## src/hw/rtl/price_level_order_book_assert.svh

```systemverilog
// Assertion macros for the order book RTL.
`ifndef PRICE_LEVEL_ORDER_BOOK_ASSERT_SVH
`define PRICE_LEVEL_ORDER_BOOK_ASSERT_SVH
`ifndef ASSERT_OFF
// Check a property on the rising clock edge, disabled while reset is asserted.
`define PLOB_ASSERT(lbl, clk, rst_n, prop) \
	lbl: assert property (@(posedge clk) disable iff (!rst_n) prop) \
	else $error("order book check failed");
// Same check, using the block's own clock and reset names.
`define PLOB_ASSERT_LOCAL(lbl, prop) `PLOB_ASSERT(lbl, clk, arst_n, prop)
`else
`define PLOB_ASSERT(lbl, clk, rst_n, prop)
`define PLOB_ASSERT_LOCAL(lbl, prop)
`endif
`endif

```

## src/hw/rtl/plob_ram.sv

```systemverilog
module plob_ram #(
	parameter int unsigned WIDTH = 32,
	parameter int unsigned DEPTH = 64
) (
	input  logic                     clk,
	input  logic                     we,
	input  logic [$clog2(DEPTH)-1:0] waddr,
	input  logic [WIDTH-1:0]         wdata,
	input  logic [$clog2(DEPTH)-1:0] raddr,
	output logic [WIDTH-1:0]         rdata
);
	logic [WIDTH-1:0] mem [DEPTH];

	// Write one entry, register the read data
	always_ff @(posedge clk) begin
		if (we) begin
			mem[waddr] <= wdata;
		end
		rdata <= mem[raddr];
	end
endmodule

```

## config.mk

```make
export PLATFORM = sky130hd
export DESIGN_NAME = plob_ram
export DESIGN_NICKNAME = d
export VERILOG_FILES = /design/src/hw/rtl/price_level_order_book_assert.svh /design/src/hw/rtl/plob_ram.sv
export SDC_FILE = /design/constraint.sdc
export NUM_CORES = 2
export LEC_CHECK = 0
export ABC_AREA = 1
export BUFFER_PORTS_ARGS = -buffer_cell sky130_fd_sc_hd__buf_4
export CORE_MARGIN = 2
export CORE_UTILIZATION = 30
export DETAILED_ROUTE_END_ITERATION = 12
export SKIP_LAST_GASP = 1
export SLEW_MARGIN = 5
export SYNTH_ARGS = -nofsm -noshare
export SYNTH_HDL_FRONTEND = slang
export SYNTH_SLANG_ARGS = --single-unit
```

## constraint.sdc

```tcl
create_clock -name clk -period 6.5 [get_ports clk]
set_input_delay 0 -clock clk [delete_from_list [all_inputs] [get_ports clk]]
set_output_delay 0 -clock clk [all_outputs]
set_load 0.01 [all_outputs]
```

-- Word-level counts from Yosys, hierarchy flattened
Memories as Yosys holds them, arrays and structs flattened. A register that Yosys moved wholly into a read port is not among the register bits.
Index checks and enable logic that the tools add are counted.
- memory bits (writable): 2048
- output and inout port bits: 32
- register bits after elaboration: 0
- memories kept: 1
- word-level logic and storage cells: 3
- mux-type cells: 2
- memories (name ; depth ; width ; rd ports ; clocked after memory_dff ; write ports ; line ; source):
    mem ; 64 ; 32 ; 1 ; 1 ; 1 ; plob_ram.sv:12 ; logic [WIDTH-1:0] mem [DEPTH];
- operators with widths (kind ; number):
    $mux W1 ; 2

-- Logic depth before layout (Yosys ltp)
- depth after elaboration: 2
- mapped depth: 13
- mapped depth without buffers: 9

-- Worst setup path after synthesis
OpenSTA, ideal clock, no wires.
- path type: input to register
- start point: input port we
- end point: memory mem[48][0] (enable)
- library setup time: 502 ps
- cell stages on the path: 3
- setup slack: 2370 ps
- path buffers: 1
- data required time: 5998 ps
- data arrival time: 3628 ps
- path through: clkbuf_1 -> nand4_1 -> nor4_1
- longest elaborated chain between the ends: 2
- RTL lines (element ; line ; source):
    from (decl) ; plob_ram.sv:6 ; input logic we,
    $mux W1 ; plob_ram.sv:16 ; if (we) begin
    $mux W1 (not written as such) ; plob_ram.sv:17 ; mem[waddr] <= wdata;
    to (decl) ; plob_ram.sv:12 ;
No other way between the ends.

==> out/results.ini <==
[cells_and_area]
stdcell_area_um2 = 94390
mostFrequentLayoutCell = nand2_1
drive_gt1_share_pct = 7.708
final_cell_mix = nand2_1 (2,248), edfxtp_1 (2,048), nand3_1 (1,907)
seq_area_um2 = 62140
layout.nets = 6807
multi_input_area_um2 = 18770
syn_to_final_growth_pct = 14.09
n_fill_cell = 26430

[power_and_ir_drop]
p_total_mw = 28.43
p_per_area_nw_per_um2 = 301.2
p_leak_nw = 32.34
vdd_drop_max_v = 0.0003228

[global_route]
grt_pass1_vias = 51380
antenna_found_initial = 26
grt.met3_usage_pct = 2.680
grt.busiest_layer = met2
grtUsageMet1_pct = 22.61
grt_start_max_net_pins = 217
grt_usage_pct = 17.13
grt_overflow = 0
met2_usage_pct = 28.04
grt_pass1_wl_um = 356300

[min_path]
min_path_type = in -> reg

[die]
die_h_um = 529.2
start_util_pct = 30.19
io_pins = 78
die_area_um2 = 280000
die_w_um = 529.2
core-area_um2 = 274100
rows = 192

[clock_tree]
post_cts_buffers = 0
cts_buffers = 209
ctsRootBufferMaster = clkbuf_16
h-tree-depth = 4
cts.sinks = 2080
clk_path_buf_depth = 3
cts_tree = done
ctsHoldBuffers = 43
clk_transition_reported_paths_ps = 60
cts-resized-gates = 0
insertion_delay_ps = 870

[placement]
post_dp_cell_area_um2 = 87280
place_congestion = 0.7930
dpl.hpwl_um = 123800
io_buffers = 77

[setup_path]
required_ps = 7280
endpoint_kind = flop
worstSetupPathType = in -> reg
critPathArrivalTime_ps = 4130
start_kind = input port
crit_fanout = 216

[drt]
drcViolationCount = 0
drt-initial-drc-count = 6514
vias = 54100
routedWlPerCell_um = 23.11
drtAntennaViolNets = 0
via_per_inst = 5.086
routed_wl_um = 245800
dr.pass1.iters = 6

[synth]
synth.area.mux_share_pct = 0
yosysUniqueCellTypes = 16
synthXorXnorAreaFrac_pct = 0
synth_seq_cells = 2080
synthesis.area_um2 = 82740
postSynthCellCount = 6769
synth-compound-area-share_pct = 0
yosysWarnings = 0
syn_nets = 6815
ys_seq_area_share_pct = 75.10
syn_avg_cell_area_um2 = 12.22
synth_adder_area_share_pct = 0
synth-simple-area-share_pct = 22.12
synth_top_family_by_area = simple AND/OR/NAND/NOR gates

[timing]
hold_violations = 0
tns_ps = 0
whs_ps = 29.86
tightest_slew_ps = 1181
final.min_clock_period_ps = 3344
clock.fmax_ghz = 0.2991
maxSlewHeadroom_pct = 21.18
setup_violations = 0
timing.final.crit_share_pct = 51.44
slew_viol_final = 0
rsz0062_at_grt = no
fin_skew_ps = 30.83

[flow_run]
maxCapViolCount = 0

[status]
status = finished, final reports clean

cell type report:
type	count	share of cell area, %
sequential	2080	65.83
multi-input combinational	4228	19.88
clock buffer	272	5.867
tap	3686	4.886
timing repair buffer	230	2.223
clock inverter	119	1.196
inverter	12	0.09146
antenna	9	0.02386
synthesized netlist by cell type:
library cell,instances,area [um^2]
buf_1,40,150.1
buf_2,282,1411
buf_4,45,337.8
buf_6,3,33.78
buf_8,2,30.03
clkbuf_1,77,289.0
dfxtp_1,32,640.6
edfxtp_1,2048,61500
inv_1,9,33.78
inv_2,2,7.510
inv_4,1,6.260
nand2_1,2248,8438
nand3_1,1907,9544
nand4_1,9,56.30
nor2_1,56,210.2
nor4_1,8,50.05
per-layer routing:
layer	wire [um]	share of wire, %
met5	79	0.032
met3	18570	7.6
met1	99630	41
met2	117500	48
met4	10030	4.1
registers in the layout, summed over array words and instances (netlist names):
register and flops:
rdata 32, mem 2048
worst max-delay path, stage by stage:
cell and delay [ps]:
dlygate4sd3_1 570, buf_8 240, inv_16 670, buf_12 680, nand2_1 100, nand3_1 120
nand3_1 150, nand2_1 110, nand2_1 50, nand3_1 240, nand3_1 510, nand2_1 230
kinds of logic after synthesis:
group         after synthesis
simple gates             4228
buf+inv                   461
flops                    2080
stage by stage:
stage	utilization [%]	setup slack (ps)	instances
floorplan	-	2370	6769
global placement	31.84	3043	10190
detailed placement	31.84	3044	10190
CTS	34.43	3355	10630
global route	34.43	3106	10630
finish	34.44	3156	10640
power breakdown:
part | switching (mW) | leakage [nW] | internal (mW)
clock | 5.15 | 3.24 | 6.65
combinational | 1.31 | 10.4 | 0.415
sequential | 0.0603 | 18.7 | 14.8
worst paths after layout:
check	end	start	slack [ps]	cells past startpoint
hold reg to reg	rdata[5]	mem[22][5]	810	8
hold / removal	rdata[15]	raddr[1]	30	8
setup reg to reg	rdata[5]	mem[55][5]	4640	8
setup / recovery	rdata[5]	raddr[0]	3160	12
No activity file was read; power rests on OpenSTA's default activity.
